==> src/rtl/l_statistic_accumulator_assert.svh <==
// ============================================================================
// Assertion macros for the L statistic accumulator
// Short forms for same-cycle and next-cycle checks, clocked on the rising
// edge and disabled while reset is asserted.
// ============================================================================
`ifndef L_STATISTIC_ACCUMULATOR_ASSERT_SVH
`define L_STATISTIC_ACCUMULATOR_ASSERT_SVH

// The consequent must hold in the same cycle as the antecedent.
`define LSA_ASSERT_NOW(label, clk, rstn, ante, cons) \
  label: assert property (@(posedge clk) disable iff (!rstn) (ante) |-> (cons)) \
    else $error("l_statistic_accumulator: same-cycle check failed");

// The consequent must hold in the cycle after the antecedent.
`define LSA_ASSERT_NEXT(label, clk, rstn, ante, cons) \
  label: assert property (@(posedge clk) disable iff (!rstn) (ante) |=> (cons)) \
    else $error("l_statistic_accumulator: next-cycle check failed");

`endif

==> src/rtl/lsa_pkg.sv <==
// ============================================================================
// L statistic accumulator package
// Widths, constants and the queue entry type shared by all modules.
// ============================================================================
package lsa_pkg;

  // Input and output field widths.
  localparam int unsigned INT_W = 32;
  localparam int unsigned SEL_W = 5;
  localparam int unsigned CNT_W = 32;
  localparam int unsigned SUM_W = 48;

  // Magnitudes of a-b and a+b need 33 bits; the divider remainder one more.
  localparam int unsigned MAG_W = INT_W + 1;
  localparam int unsigned REM_W = MAG_W + 1;

  // Quotient |L| in Q.16 is at most 1.0, so 17 bits.
  localparam int unsigned Q_BITS = 17;
  localparam int unsigned STEP_W = 5;
  localparam logic [Q_BITS-1:0] Q16_ONE = 17'h10000;

  // Square of |L| in Q.16 after dropping 16 fraction bits.
  localparam int unsigned SQ_W = 2 * Q_BITS - 16;

  // One classified pair as it waits between the front and back ends.
  typedef struct packed {
    logic             ok;
    logic [MAG_W-1:0] num;
    logic [MAG_W-1:0] den;
    logic [SEL_W-1:0] read_bin;
  } pair_t;

endpackage

==> src/rtl/lsa_if.sv <==
// ============================================================================
// L statistic accumulator channels
// Valid/ready channels for input pairs and for results.
// ============================================================================
interface lsa_in_if;
  logic                             valid;
  logic                             ready;
  logic signed [lsa_pkg::INT_W-1:0] intensity_first;
  logic signed [lsa_pkg::INT_W-1:0] intensity_second;
  logic        [lsa_pkg::SEL_W-1:0] read_bin;

  modport source (output valid, intensity_first, intensity_second, read_bin, input ready);
  modport sink   (input valid, intensity_first, intensity_second, read_bin, output ready);
endinterface

interface lsa_out_if;
  logic                      valid;
  logic                      ready;
  logic                      accepted;
  logic [lsa_pkg::SEL_W-1:0] bin_index;
  logic [lsa_pkg::CNT_W-1:0] pair_count;
  logic [lsa_pkg::SUM_W-1:0] sum_abs_l;
  logic [lsa_pkg::SUM_W-1:0] sum_l_squared;
  logic [lsa_pkg::CNT_W-1:0] bin_count;

  modport source (output valid, accepted, bin_index, pair_count, sum_abs_l, sum_l_squared,
                  bin_count, input ready);
  modport sink   (input valid, accepted, bin_index, pair_count, sum_abs_l, sum_l_squared,
                  bin_count, output ready);
endinterface

==> src/rtl/l_statistic_accumulator.sv <==
// A counted pair goes from pop through 17 divider steps, the done pulse, multiply and
// commit; a rejected pair goes from pop straight to commit. Commit waits while the result
// register is full. The back end takes a new pair only after the last one is committed,
// as the one shared divider serves every counted pair. Two pairs may queue ahead of it.
// Reset (rst_ni low, asynchronous) clears all counters, sums and the queue at once.
// ============================================================================
// L statistic accumulator
// Accumulates |L| and L^2 sums, the pair count and a cumulative histogram
// of |L| over pairs of neighboring intensities.
// ============================================================================
module l_statistic_accumulator #(
  parameter int unsigned NBINS = 20
) (
  input  logic        clk_i,
  input  logic        rst_ni,
  lsa_in_if.sink      in_i,
  lsa_out_if.source   out_o
);

  logic           push;
  logic           pop;
  logic           full;
  logic           empty;
  lsa_pkg::pair_t entry;
  lsa_pkg::pair_t head;

  // Classification of incoming pairs.
  lsa_front u_front (
    .in_i    (in_i),
    .full_i  (full),
    .push_o  (push),
    .entry_o (entry)
  );

  // Queue between the front and back ends.
  lsa_fifo u_fifo (
    .clk_i   (clk_i),
    .rst_ni  (rst_ni),
    .push_i  (push),
    .entry_i (entry),
    .pop_i   (pop),
    .full_o  (full),
    .empty_o (empty),
    .head_o  (head)
  );

  // Division, statistics update and result register.
  lsa_back #(
    .NBINS (NBINS)
  ) u_back (
    .clk_i   (clk_i),
    .rst_ni  (rst_ni),
    .empty_i (empty),
    .head_i  (head),
    .pop_o   (pop),
    .out_o   (out_o)
  );

endmodule

==> src/rtl/lsa_front.sv <==
// ============================================================================
// L statistic accumulator front end
// Accepts pairs, forms |a-b| and |a+b| and decides whether the pair counts.
// ============================================================================
module lsa_front (
  lsa_in_if.sink          in_i,
  input  logic            full_i,
  output logic            push_o,
  output lsa_pkg::pair_t  entry_o
);

  logic signed [lsa_pkg::MAG_W:0]   a_ext;
  logic signed [lsa_pkg::MAG_W:0]   b_ext;
  logic signed [lsa_pkg::MAG_W:0]   diff;
  logic signed [lsa_pkg::MAG_W:0]   sum;
  logic        [lsa_pkg::MAG_W-1:0] num;
  logic        [lsa_pkg::MAG_W-1:0] den;

  // The input is ready whenever the queue has room; a valid pair then transfers.
  assign in_i.ready = !full_i;
  assign push_o     = in_i.valid && in_i.ready;

  // Exact difference and sum in a widened signed range.
  assign a_ext = (lsa_pkg::MAG_W + 1)'(in_i.intensity_first);
  assign b_ext = (lsa_pkg::MAG_W + 1)'(in_i.intensity_second);
  assign diff  = a_ext - b_ext;
  assign sum   = a_ext + b_ext;
  assign num   = diff[lsa_pkg::MAG_W] ? lsa_pkg::MAG_W'(-diff) : lsa_pkg::MAG_W'(diff);
  assign den   = sum[lsa_pkg::MAG_W]  ? lsa_pkg::MAG_W'(-sum)  : lsa_pkg::MAG_W'(sum);

  // A pair counts when neither intensity is zero, the sum is not zero and |L| <= 1.
  always_comb begin
    entry_o.ok       = (in_i.intensity_first != '0) && (in_i.intensity_second != '0) &&
                       (sum != '0) && (num <= den);
    entry_o.num      = num;
    entry_o.den      = den;
    entry_o.read_bin = in_i.read_bin;
  end

endmodule

==> src/rtl/lsa_fifo.sv <==
// ============================================================================
// L statistic accumulator pair queue
// Two-entry queue that decouples the front end from the back end.
// ============================================================================
module lsa_fifo (
  input  logic            clk_i,
  input  logic            rst_ni,
  input  logic            push_i,
  input  lsa_pkg::pair_t  entry_i,
  input  logic            pop_i,
  output logic            full_o,
  output logic            empty_o,
  output lsa_pkg::pair_t  head_o
);

  lsa_pkg::pair_t mem_q [2];
  logic           wr_ptr_q;
  logic           rd_ptr_q;
  logic [1:0]     count_q;

  assign full_o  = count_q == 2'd2;
  assign empty_o = count_q == 2'd0;
  assign head_o  = mem_q[rd_ptr_q];

  // Pointers and fill level.
  always_ff @(posedge clk_i or negedge rst_ni) begin
    if (!rst_ni) begin
      wr_ptr_q <= 1'b0;
      rd_ptr_q <= 1'b0;
      count_q  <= 2'd0;
    end else begin
      if (push_i) begin
        wr_ptr_q <= !wr_ptr_q;
      end
      if (pop_i) begin
        rd_ptr_q <= !rd_ptr_q;
      end
      if (push_i && !pop_i) begin
        count_q <= count_q + 2'd1;
      end else if (pop_i && !push_i) begin
        count_q <= count_q - 2'd1;
      end
    end
  end

  // Entry storage.
  always_ff @(posedge clk_i) begin
    if (push_i) begin
      mem_q[wr_ptr_q] <= entry_i;
    end
  end

endmodule

==> src/rtl/lsa_divider.sv <==
// ============================================================================
// L statistic accumulator divider
// Restoring radix-2 divider forming (num << 16) / den, one bit per cycle,
// for num <= den, so the quotient fits 17 bits.
// ============================================================================
module lsa_divider (
  input  logic                       clk_i,
  input  logic                       rst_ni,
  input  logic                       start_i,
  input  logic [lsa_pkg::MAG_W-1:0]  num_i,
  input  logic [lsa_pkg::MAG_W-1:0]  den_i,
  output logic                       done_o,
  output logic [lsa_pkg::Q_BITS-1:0] quotient_o
);

  localparam logic [lsa_pkg::STEP_W-1:0] LastStep = lsa_pkg::STEP_W'(lsa_pkg::Q_BITS - 1);

  logic                        busy_q;
  logic                        done_q;
  logic [lsa_pkg::STEP_W-1:0]  step_q;
  logic [lsa_pkg::REM_W-1:0]   rem_q;
  logic [lsa_pkg::MAG_W-1:0]   den_q;
  logic [lsa_pkg::Q_BITS-1:0]  quo_q;
  logic                        q_bit;
  logic [lsa_pkg::REM_W-1:0]   rem_sub;

  // Trial subtraction of the divisor from the partial remainder.
  assign q_bit   = rem_q >= {1'b0, den_q};
  assign rem_sub = q_bit ? rem_q - {1'b0, den_q} : rem_q;

  assign done_o     = done_q;
  assign quotient_o = quo_q;

  // Step sequencing.
  always_ff @(posedge clk_i or negedge rst_ni) begin
    if (!rst_ni) begin
      busy_q <= 1'b0;
      done_q <= 1'b0;
      step_q <= '0;
    end else begin
      done_q <= 1'b0;
      if (start_i) begin
        busy_q <= 1'b1;
        step_q <= '0;
      end else if (busy_q) begin
        step_q <= step_q + 1'b1;
        if (step_q == LastStep) begin
          busy_q <= 1'b0;
          done_q <= 1'b1;
        end
      end
    end
  end

  // Remainder and quotient shift registers.
  always_ff @(posedge clk_i) begin
    if (start_i) begin
      rem_q <= {1'b0, num_i};
      den_q <= den_i;
      quo_q <= '0;
    end else if (busy_q) begin
      rem_q <= {rem_sub[lsa_pkg::REM_W-2:0], 1'b0};
      quo_q <= {quo_q[lsa_pkg::Q_BITS-2:0], q_bit};
    end
  end

endmodule

==> src/rtl/lsa_back.sv <==
// ============================================================================
// L statistic accumulator back end
// Takes classified pairs from the queue, divides, squares, bins, updates the
// sums and the cumulative histogram, and registers the result.
// ============================================================================
`include "l_statistic_accumulator_assert.svh"

module lsa_back #(
  parameter int unsigned NBINS = 20
) (
  input  logic            clk_i,
  input  logic            rst_ni,
  input  logic            empty_i,
  input  lsa_pkg::pair_t  head_i,
  output logic            pop_o,
  lsa_out_if.source       out_o
);

  localparam int unsigned BW = $clog2(NBINS + 1);
  localparam logic [lsa_pkg::CNT_W-1:0] CntMax = '1;
  localparam logic [lsa_pkg::SUM_W-1:0] SumMax = '1;

  typedef enum logic [3:0] {
    S_IDLE = 4'b0001,
    S_DIV  = 4'b0010,
    S_MUL  = 4'b0100,
    S_OUT  = 4'b1000
  } state_e;

  state_e                       state_q;
  state_e                       state_d;
  logic                         start;
  logic                         div_done;
  logic [lsa_pkg::Q_BITS-1:0]   quotient;
  logic                         out_free;
  logic                         commit;

  logic                         ok_q;
  logic [BW-1:0]                bin_q;
  logic [lsa_pkg::Q_BITS-1:0]   q_q;
  logic [lsa_pkg::SQ_W-1:0]     sq_q;
  logic [lsa_pkg::SEL_W-1:0]    sel_q;

  logic [2*lsa_pkg::Q_BITS-1:0] sq_full;
  logic [lsa_pkg::Q_BITS+7:0]   bin_full;

  logic [lsa_pkg::CNT_W-1:0]    pairs_q;
  logic [lsa_pkg::CNT_W-1:0]    pairs_d;
  logic [lsa_pkg::SUM_W-1:0]    abs_q;
  logic [lsa_pkg::SUM_W-1:0]    abs_d;
  logic [lsa_pkg::SUM_W-1:0]    sqs_q;
  logic [lsa_pkg::SUM_W-1:0]    sqs_d;
  logic [lsa_pkg::SUM_W:0]      abs_sum;
  logic [lsa_pkg::SUM_W:0]      sqs_sum;
  logic [lsa_pkg::CNT_W-1:0]    cnt_q [NBINS+1];
  logic [lsa_pkg::CNT_W-1:0]    cnt_d [NBINS+1];
  logic [lsa_pkg::CNT_W-1:0]    bin_count;

  logic                         out_valid_q;
  logic                         out_ok_q;
  logic [lsa_pkg::SEL_W-1:0]    out_bin_q;
  logic [lsa_pkg::CNT_W-1:0]    out_pairs_q;
  logic [lsa_pkg::SUM_W-1:0]    out_abs_q;
  logic [lsa_pkg::SUM_W-1:0]    out_sqs_q;
  logic [lsa_pkg::CNT_W-1:0]    out_cnt_q;

  // Queue head is taken only when the sequencer is idle.
  assign pop_o  = (state_q == S_IDLE) && !empty_i;
  assign start  = pop_o && head_i.ok;

  lsa_divider u_divider (
    .clk_i      (clk_i),
    .rst_ni     (rst_ni),
    .start_i    (start),
    .num_i      (head_i.num),
    .den_i      (head_i.den),
    .done_o     (div_done),
    .quotient_o (quotient)
  );

  // The result register is free when empty or being drained this cycle.
  assign out_free = !out_valid_q || out_o.ready;
  assign commit   = (state_q == S_OUT) && out_free;

  // Sequencer.
  always_comb begin
    state_d = state_q;
    case (state_q)
      S_IDLE: begin
        if (pop_o) begin
          state_d = head_i.ok ? S_DIV : S_OUT;
        end
      end
      S_DIV: begin
        if (div_done) begin
          state_d = S_MUL;
        end
      end
      S_MUL: begin
        state_d = S_OUT;
      end
      S_OUT: begin
        if (out_free) begin
          state_d = S_IDLE;
        end
      end
      default: begin
        state_d = S_IDLE;
      end
    endcase
  end

  // Square and bin of the quotient.
  assign sq_full  = quotient * quotient;
  assign bin_full = (lsa_pkg::Q_BITS + 8)'(quotient) * (lsa_pkg::Q_BITS + 8)'(NBINS);

  // Per-pair working registers.
  always_ff @(posedge clk_i) begin
    if (pop_o) begin
      sel_q <= head_i.read_bin;
      ok_q  <= head_i.ok;
      bin_q <= '0;
      q_q   <= '0;
      sq_q  <= '0;
    end else if (state_q == S_MUL) begin
      q_q   <= quotient;
      sq_q  <= sq_full[2*lsa_pkg::Q_BITS-1:16];
      bin_q <= BW'(bin_full[lsa_pkg::Q_BITS+7:16]);
    end
  end

  // Saturating totals.
  assign abs_sum = {1'b0, abs_q} + (lsa_pkg::SUM_W + 1)'(q_q);
  assign sqs_sum = {1'b0, sqs_q} + (lsa_pkg::SUM_W + 1)'(sq_q);

  always_comb begin
    pairs_d = pairs_q;
    abs_d   = abs_q;
    sqs_d   = sqs_q;
    if (ok_q) begin
      pairs_d = (pairs_q == CntMax) ? pairs_q : pairs_q + 1'b1;
      abs_d   = abs_sum[lsa_pkg::SUM_W] ? SumMax : abs_sum[lsa_pkg::SUM_W-1:0];
      sqs_d   = sqs_sum[lsa_pkg::SUM_W] ? SumMax : sqs_sum[lsa_pkg::SUM_W-1:0];
    end
  end

  // Cumulative histogram: every counter at or above the pair's bin steps up.
  always_comb begin
    for (int k = 0; k <= NBINS; k++) begin
      cnt_d[k] = cnt_q[k];
      if (ok_q && (BW'(k) >= bin_q) && (cnt_q[k] != CntMax)) begin
        cnt_d[k] = cnt_q[k] + 1'b1;
      end
    end
  end

  // Selected counter after the update; indexes above the top bin read zero.
  assign bin_count = (32'(sel_q) <= NBINS) ? cnt_d[BW'(sel_q)] : '0;

  // Control and statistics state.
  always_ff @(posedge clk_i or negedge rst_ni) begin
    if (!rst_ni) begin
      state_q     <= S_IDLE;
      out_valid_q <= 1'b0;
      pairs_q     <= '0;
      abs_q       <= '0;
      sqs_q       <= '0;
      for (int k = 0; k <= NBINS; k++) begin
        cnt_q[k] <= '0;
      end
    end else begin
      state_q <= state_d;
      if (commit) begin
        out_valid_q <= 1'b1;
      end else if (out_o.ready) begin
        out_valid_q <= 1'b0;
      end
      if (commit) begin
        pairs_q <= pairs_d;
        abs_q   <= abs_d;
        sqs_q   <= sqs_d;
        for (int k = 0; k <= NBINS; k++) begin
          cnt_q[k] <= cnt_d[k];
        end
      end
    end
  end

  // Result register.
  always_ff @(posedge clk_i) begin
    if (commit) begin
      out_ok_q    <= ok_q;
      out_bin_q   <= lsa_pkg::SEL_W'(bin_q);
      out_pairs_q <= pairs_d;
      out_abs_q   <= abs_d;
      out_sqs_q   <= sqs_d;
      out_cnt_q   <= bin_count;
    end
  end

  assign out_o.valid         = out_valid_q;
  assign out_o.accepted      = out_ok_q;
  assign out_o.bin_index     = out_bin_q;
  assign out_o.pair_count    = out_pairs_q;
  assign out_o.sum_abs_l     = out_abs_q;
  assign out_o.sum_l_squared = out_sqs_q;
  assign out_o.bin_count     = out_cnt_q;

  // Checks on the sequencer, the divider and the histogram.
  `LSA_ASSERT_NOW(a_done_in_div, clk_i, rst_ni, div_done, state_q == S_DIV)
  `LSA_ASSERT_NOW(a_quotient_max, clk_i, rst_ni, div_done, quotient <= lsa_pkg::Q16_ONE)
  `LSA_ASSERT_NEXT(a_div_to_mul, clk_i, rst_ni, (state_q == S_DIV) && div_done, state_q == S_MUL)
  `LSA_ASSERT_NOW(a_top_bin_total, clk_i, rst_ni, 1'b1, cnt_q[NBINS] == pairs_q)
  `LSA_ASSERT_NOW(a_cumulative, clk_i, rst_ni, 1'b1, cnt_q[0] <= cnt_q[NBINS])

endmodule

==> src/flat_wrapper.sv <==
// flat-port wrapper written by rule: the top's interface ports become plain ports
module l_statistic_accumulator_flat 
#(
  parameter int unsigned NBINS = 20
)
  (clk_i, rst_ni, in_i_valid, in_i_intensity_first, in_i_intensity_second, in_i_read_bin, in_i_ready, out_o_valid, out_o_accepted, out_o_bin_index, out_o_pair_count, out_o_sum_abs_l, out_o_sum_l_squared, out_o_bin_count, out_o_ready);
  lsa_in_if in_i_i ();
  lsa_out_if out_o_i ();
  input  logic clk_i;
  input  logic rst_ni;
  input wire logic [$bits(in_i_i.valid)-1:0] in_i_valid;
  input wire logic [$bits(in_i_i.intensity_first)-1:0] in_i_intensity_first;
  input wire logic [$bits(in_i_i.intensity_second)-1:0] in_i_intensity_second;
  input wire logic [$bits(in_i_i.read_bin)-1:0] in_i_read_bin;
  output wire logic [$bits(in_i_i.ready)-1:0] in_i_ready;
  output wire logic [$bits(out_o_i.valid)-1:0] out_o_valid;
  output wire logic [$bits(out_o_i.accepted)-1:0] out_o_accepted;
  output wire logic [$bits(out_o_i.bin_index)-1:0] out_o_bin_index;
  output wire logic [$bits(out_o_i.pair_count)-1:0] out_o_pair_count;
  output wire logic [$bits(out_o_i.sum_abs_l)-1:0] out_o_sum_abs_l;
  output wire logic [$bits(out_o_i.sum_l_squared)-1:0] out_o_sum_l_squared;
  output wire logic [$bits(out_o_i.bin_count)-1:0] out_o_bin_count;
  input wire logic [$bits(out_o_i.ready)-1:0] out_o_ready;
  assign in_i_i.valid = in_i_valid;
  assign in_i_i.intensity_first = in_i_intensity_first;
  assign in_i_i.intensity_second = in_i_intensity_second;
  assign in_i_i.read_bin = in_i_read_bin;
  assign in_i_ready = in_i_i.ready;
  assign out_o_valid = out_o_i.valid;
  assign out_o_accepted = out_o_i.accepted;
  assign out_o_bin_index = out_o_i.bin_index;
  assign out_o_pair_count = out_o_i.pair_count;
  assign out_o_sum_abs_l = out_o_i.sum_abs_l;
  assign out_o_sum_l_squared = out_o_i.sum_l_squared;
  assign out_o_bin_count = out_o_i.bin_count;
  assign out_o_i.ready = out_o_ready;
  l_statistic_accumulator #(.NBINS(NBINS)) u_core (.clk_i(clk_i), .rst_ni(rst_ni), .in_i(in_i_i), .out_o(out_o_i));
endmodule
==> config.mk <==
export PLATFORM = sky130hd
export DESIGN_NAME = l_statistic_accumulator_flat
export DESIGN_NICKNAME = d
export VERILOG_FILES = /design/src/rtl/lsa_pkg.sv /design/src/rtl/lsa_if.sv /design/src/rtl/l_statistic_accumulator.sv /design/src/rtl/lsa_front.sv /design/src/rtl/lsa_fifo.sv /design/src/rtl/lsa_divider.sv /design/src/rtl/lsa_back.sv /design/src/flat_wrapper.sv
export VERILOG_INCLUDE_DIRS = /design/src /design/src/rtl
export SDC_FILE = /design/constraint.sdc
export NUM_CORES = 2
export LEC_CHECK = 0
export ABC_AREA = 1
export BUFFER_PORTS_ARGS = -buffer_cell sky130_fd_sc_hd__buf_2
export CORE_MARGIN = 1
export CORE_UTILIZATION = 30
export CTS_CLUSTER_DIAMETER = 80
export CTS_CLUSTER_SIZE = 8
export DETAILED_ROUTE_END_ITERATION = 7
export GPL_TIMING_DRIVEN = 0
export SYNTH_ARGS = -nofsm -noshare
export SYNTH_HDL_FRONTEND = slang
export SYNTH_SLANG_ARGS = --single-unit
==> constraint.sdc <==
create_clock -name clk_i -period 7.4 [get_ports clk_i]
set_clock_uncertainty 0.2 [all_clocks]
set_input_delay 1.48 -clock clk_i [delete_from_list [all_inputs] [get_ports clk_i]]
set_output_delay 1.48 -clock clk_i [all_outputs]
set_load 0.05 [all_outputs]
* After elaboration in Yosys (flattened, before gate mapping)
Memory sizes are Yosys's and may differ from the RTL's.
Cells that the tools add are included.
** Word-level totals
- Register bits after elaboration :: 1112
- Latch bits :: 0
- RAM bits :: 144
- Memory bits (read-only) :: 0
- Output and inout bits :: 168
- Word-level logic and storage cells :: 260
- Memories :: 1
** Cells by class
- Add/subtract/negate cells :: 32
- Multiply operators :: 2
- Divide/modulo/power cells :: 0
- Order comparisons :: 25
- Equal/unequal tests :: 31
- Shifts and indexed selects :: 0
- Multiplexer cells :: 54
- Bitwise operators :: 1
- Reduce and logical (&&, ||, !) cells :: 67
** Memory list
- u_core.u_fifo.mem_q :: words 2, bits a word 72, read ports 1, clocked after Yosys merged registers in 0, wr ports 1, line lsa_fifo.sv:16 : lsa_pkg::pair_t mem_q [2];
** Operators with widths (count)
- $mux 32 :: 25
- $add 32x1->32 const B :: 22
- $ne 32x32->1 const B :: 21
- $mux 48 :: 4
- $mux 33 :: 5
- $bmux 32 s5 :: 1
- $neg 33->33 :: 2
- $reduce_bool 32->1 :: 2
- $logic_and 1x1->1 :: 51
- $add 48x17->49 :: 1
- $add 48x18->49 :: 1
- $ge 4x5->1 const A :: 8
- $ge 34x33->1 :: 1
- $mul 17x17->34 :: 1
- $reduce_bool 34->1 :: 1
- $add 32x32->33 :: 1
- $le 33x33->1 :: 1
- $sub 32x32->33 :: 1
- $sub 33x33->33 :: 1
- $eq 32x32->1 const B :: 1
- $ge 5x5->1 const A :: 5
- $ge 3x5->1 const A :: 4
- $mul 17x3->19 const B :: 1
- $mux 4 :: 4
- 25 further kinds :: 47

* Depth between registers and ports, before layout
- Depth in word-level cells :: 7
- Mapped depth :: 34
- Gate-level depth less buffers :: 33

* Cells and area by module
Synthesis repeated with hierarchy kept, for this count alone.
** Second synthesis, totals
- Cells, all modules :: 15749
- Area, all modules :: 103752.0 µm²
** By module, submodules not included
- lsa_back :: times used 1, cells each 13122, area each 83572.7 µm², seq. area each 26111.3 µm²
- lsa_front :: times used 1, cells each 1439, area each 7817.5 µm², seq. area each 0.0 µm²
- lsa_divider :: times used 1, cells each 939, area each 6610.1 µm², seq. area each 2517.4 µm²
- lsa_fifo :: times used 1, cells each 249, area each 5751.8 µm², seq. area each 4424.2 µm²

* Worst setup path before layout
Ideal clock, no wire load.
- Path type :: register to register
- From :: reg u_core.u_back.u_divider.quo_q (netlist bit u_core.u_back.u_divider.quotient_o[14])
- To :: reg u_core.u_back.sq_q[8] (netlist name)
- Arrival time :: 5726 ps
- Data required time :: 7084 ps
- Path slack :: 1358 ps
- Stages on the path, launching flop included :: 25
- Buffers on the path :: 2
- Clock period less this slack :: 6042 ps
- Path through :: dfxtp_1 -> clkbuf_1 -> clkbuf_1 -> nand2_1 -> fa_1 -> inv_1 -> fa_1 -> inv_1 -> fa_1 -> inv_1 -> fa_1 -> inv_1 -> fa_1 -> fa_1 -> inv_1 -> ha_1 -> a21oi_1 -> a21boi_0 -> o21ai_0 -> nor2_1 -> nand2_1 -> a21oi_1 -> o21ai_0 -> o211ai_1 -> inv_1
** On the way
- Word-level cells in the longest chain between the ends :: 1
** RTL lines
- from (decl) :: line lsa_divider.sv:23 : logic [lsa_pkg::Q_BITS-1:0] quo_q;
- from (signal assigned) :: line lsa_divider.sv:63 : quo_q <= {quo_q[lsa_pkg::Q_BITS-2:0], q_bit};
- $mul 17x17->34 :: line lsa_back.sv:114 : assign sq_full = quotient * quotient;
- to (signal assigned) :: line lsa_back.sv:127 : sq_q <= sq_full[2*lsa_pkg::Q_BITS-1:16];
- to (decl) :: line lsa_back.sv:41 : logic [lsa_pkg::SQ_W-1:0] sq_q;
No other way between the ends.
A chain may end at the register's enable or synchronous reset.

* Worst setup path after layout
Ends and elaborated chain as after synthesis.

==> impl_metrics.yaml <==
critical_path:
  worst_ep_required_time_ns: 7.90
  end_kind: "flop"
  worst_path_dominant_cell_family: "adder cells"
  cp_data_arrival_time_ns: 7.58
  crit_type: "flop to flop"
  crit_path_max_incr_delay_ns: 0.54
  reg2regPathDepth: 24
  crit_path_top_delay_cell: "fa_1"
  worstReg2RegEnd: "u_core.u_back.sq_q[8]"
  critical_path_buf_inv_count: 8
  critical_path_cell_by_cell: "clkbuf_1, clkbuf_2, nand2_1, fa_1, inv_1, fa_1, inv_1, fa_1, inv_1, fa_1, inv_1, fa_1, fa_1, inv_1, ha_1, a21oi_1, a21boi_0, o21ai_0, nor2_1, nand2_1, a21oi_1, o21ai_0, o211ai_1, inv_1"
  reg2reg_slack_ns: 0.32
  timing.critical_path.from: "u_core.u_back.u_divider.quotient_o[14]"
  worst_r2r_startpoint: "u_core.u_back.u_divider.quotient_o[14]"
  critical_path.startpoint_type: "flop"
  crit_path_max_fanout: 10
global_routing:
  globalRoute.totalOverflow: 0
  grt_first_pass_wirelength_um: 638000
  grt_antenna_before_repair: 19
  grt_max_degree: 128
  via_count_of_the_first_global_routing_pass: 96000
  global_route.usage.total_pct: 25.2
timing:
  hold_viol: 0
  rsz0062_at_grt: "no"
  finalSetupViolCount: 0
  worst_pin_slew_ns: 1.63
  final.hold.worst_slack_ns: 0.262
  final.setup.tns_ns: 0
  post-route-min-period_ns: 7.08
  max_freq_ghz: 0.141
  portion_of_the_clock_cycle_consumed_by_the_worst_path_in_the_final_layout_pct: 95.7
  max-slew-margin-rel_pct: -8.99
  final_max_slew_viol_count: 109
clock_network:
  worst_setup_hold_path_clk_slew_ns: 0.05
  cts_tree: "built"
  cts_made_buffers: 188
  cts.sink_count: 1254
  htreeDepth: 4
  post-cts-setup-buffer-count: 0
  root_driver: "clkbuf_16"
  worstSkewPairLatency_ns: 0.91
  max-clock-path-buffers: 4
die:
  rows: 212
  floorplan.die.width_um: 582
  design.die.area_um2: 338000
  design.core.area_um2: 334000
  ioPinCount: 241
  die_height_um: 582
  initial_core_util_pct: 30.2
yosys:
  yosys.area_share.adder_pct: 8.02
  seq_area_frac_synth_pct: 32.7
  syn_nets: 15600
  synth.mux.area_fraction_pct: 0
  yosys_warnings: 0
  number_of_library_cell_types_mapped_by_synthesis: 69
  post_synth_and_or_nand_nor_area_fraction_pct: 35.8
  dominant_combinational_cell_family_by_area_after_synthesis: "simple AND/OR/NAND/NOR gates"
  synth_seq_cells: 1254
  syn_avg_cell_area_um2: 6.72
  synth_compound_gate_area_share_pct: 9.30
  async_flop_share_pct: 65.1
  synth-xor-area-share_pct: 5.19
  netlist_area_before_placement_um2: 101000
  ys.flop_type: "dfrtp_1"
  synth_enable_flop_cells: 380
  syn_inst: 15000
cells_and_area:
  final_common_cell: "nand2_1"
  post_route_cells_drive_above_1_share_pct: 6.00
  final_nets: 16000
  area_growth_syn_to_layout_pct: 12.4
  layout.cells.most_common_list: "nand2_1, inv_1, nand3_1"
routing:
  wirelength_um: 440000
  via_count: 104000
  drt_pass1_iterations: 8
  drt-vias-per-instance: 5.22
  drtAntennaViolNets: 0
  avgRoutedWirePerCell_um: 22.1
  detail_route.iter0.violations: 12300
  post-route-drc-count: 2
power_and_ir_drop:
  p_comb_share_pct: 58.3
  p_leak_nw: 52.6
  power.switching_w: 0.0288
  max-vdd-ir-drop_uv: 512
  internal_dissipation_w: 0.0233
  ratio_of_total_power_to_cell_area_nw_per_um2: 460
  seq_power_share_pct: 26.0
  clkPwrFrac_pct: 15.7
  sw_frac_of_total_pct: 55.3
worst_hold_path:
  hold_path.startpoint: "u_core.u_back.ok_q"
  min_delay_path_depth: 0
  holdCritPathClass: "flop to flop"
  hold_path_end: "u_core.u_back.out_o.accepted"
status:
  run_status: "complete, but fails checks"
  failing_checks: "DRC, capacitance limit, slew limit"
placed_design:
  place.port_buffers: 240
  routability_cong: 1.08
  hpwl_after_dpl_um: 341000
run:
  cap_viol_max_count: 11
[metal layers]
metal / global-route usage [%] / wire length [µm] / vias to the layer above
met3: 5.37 / 39800 / 929
met1: 33.4 / 186000 / 49200
met5: 0 / 63 / -
li1: - / - / 49100
met2: 38.7 / 189000 / 4764
met4: 12.2 / 24800 / 10
[how the worst max path moves through the flow]
stage,to,cells past startpoint
floorplan,u_core.u_back.sq_q[8],24
global placement,u_core.u_back.cnt_q[452],1
detailed placement,u_core.u_back.sq_q[8],24
CTS,u_core.u_back.sq_q[8],24
global route,u_core.u_back.sq_q[13],21
finish,u_core.u_back.sq_q[8],24
[state kept, by name (all words and copies together), names as in the netlist, 2 cells and up]
register,count
u_core.u_back.sqs_q,48
u_core.u_back.u_divider.rem_q,34
u_core.u_back.pairs_q,32
u_core.u_back.bin_q,5
u_core.u_fifo.mem_q,142
u_core.u_fifo.count_q,2
u_core.u_back.out_o.bin_index,5
u_core.u_back.state_q,4
u_core.u_back.out_o.sum_l_squared,48
u_core.u_back.out_o.pair_count,32
u_core.u_back.sel_q,5
u_core.u_back.u_divider.den_q,33
u_core.u_back.out_o.sum_abs_l,48
u_core.u_back.out_o.bin_count,32
u_core.u_back.q_q,17
u_core.u_back.cnt_q,672
u_core.u_back.u_divider.quotient_o,17
u_core.u_back.abs_q,48
u_core.u_back.sq_q,18
u_core.u_back.u_divider.step_q,5
[synth_stat cells (all sizes together), types with 29 or more instances]
library cell	n	area, µm²
nand2	5210	19700
inv	1768	6640
nand3	1316	6680
nor2	1305	5130
o21ai	1102	5580
dfrtp	815	20400
xor2	509	4500
nor3	392	2060
a21oi	389	2000
edfxtp	380	11400
ha	329	4120
clkbuf	296	1110
nand4	241	1510
buf	223	1290
fa	198	3960
xnor2	84	736
o21a	69	518
dfxtp	58	1160
nor4	44	288
nand3b	37	290
o211ai	31	233
or2	29	181
[per-stage QoR]
step | total power [W] | cells | instance area, µm² | utilization, % | setup slack, ns
after floorplan | 0.0308 | 15000 | 101000 | - | 1.36
after global placement | 0.0424 | 19600 | 107000 | 32.2 | -15.31
after detailed placement | 0.0426 | 19600 | 108000 | 32.3 | 0.177
after CTS | 0.0510 | 19900 | 113000 | 33.9 | 0.208
after global routing | 0.0550 | 19900 | 113000 | 33.9 | 0.000122
final | 0.0520 | 19900 | 113000 | 33.9 | 0.321
[layout make-up]
| class | count | area, µm² |
|---|---|---|
| well taps | 4387 | 5490 |
| diodes | 12 | 30.0 |
| clock buffers | 252 | 4990 |
| plain buffers | 519 | 2460 |
| inverters | 1770 | 6650 |
| clock inverters | 18 | 267 |
| repair buffers | 257 | 1620 |
| multi-input cells | 11500 | 58800 |
| fillers | 36400 | 221000 |
| flip-flops and latches | 1254 | 33000 |
[kinds of logic (layout without fill, tap and decap cells)]
kind of cell | after synthesis | after routing
adders and majority gates | 527 | 527
other | 0 | 12
xor gates and xnor gates | 593 | 593
DFF | 1254 | 1254
AOI/OAI and AO/OA | 1733 | 1733
and+or+nand+nor | 8600 | 8600
buffers and inverters | 2289 | 2816
[power by group through the flow]
stage          registers (W)  clock network [W]  logic, W
3_3_place_gp          0.0135                  0    0.0289
2_1_floorplan         0.0128                  0    0.0180
3_5_place_dp          0.0135                  0    0.0292
4_1_cts               0.0134            0.00829    0.0293
5_1_grt               0.0138            0.00852    0.0327
6_report              0.0135            0.00817    0.0304
[what timing repair did]
| action | in CTS | in global routing |
|---|---|---|
| gates resized for setup | 0 | 15 |
| hold buffers | 0 | 0 |
| endpoints found under the setup margin | 0 | 7 |
Power figures use the tool's default switching activity.
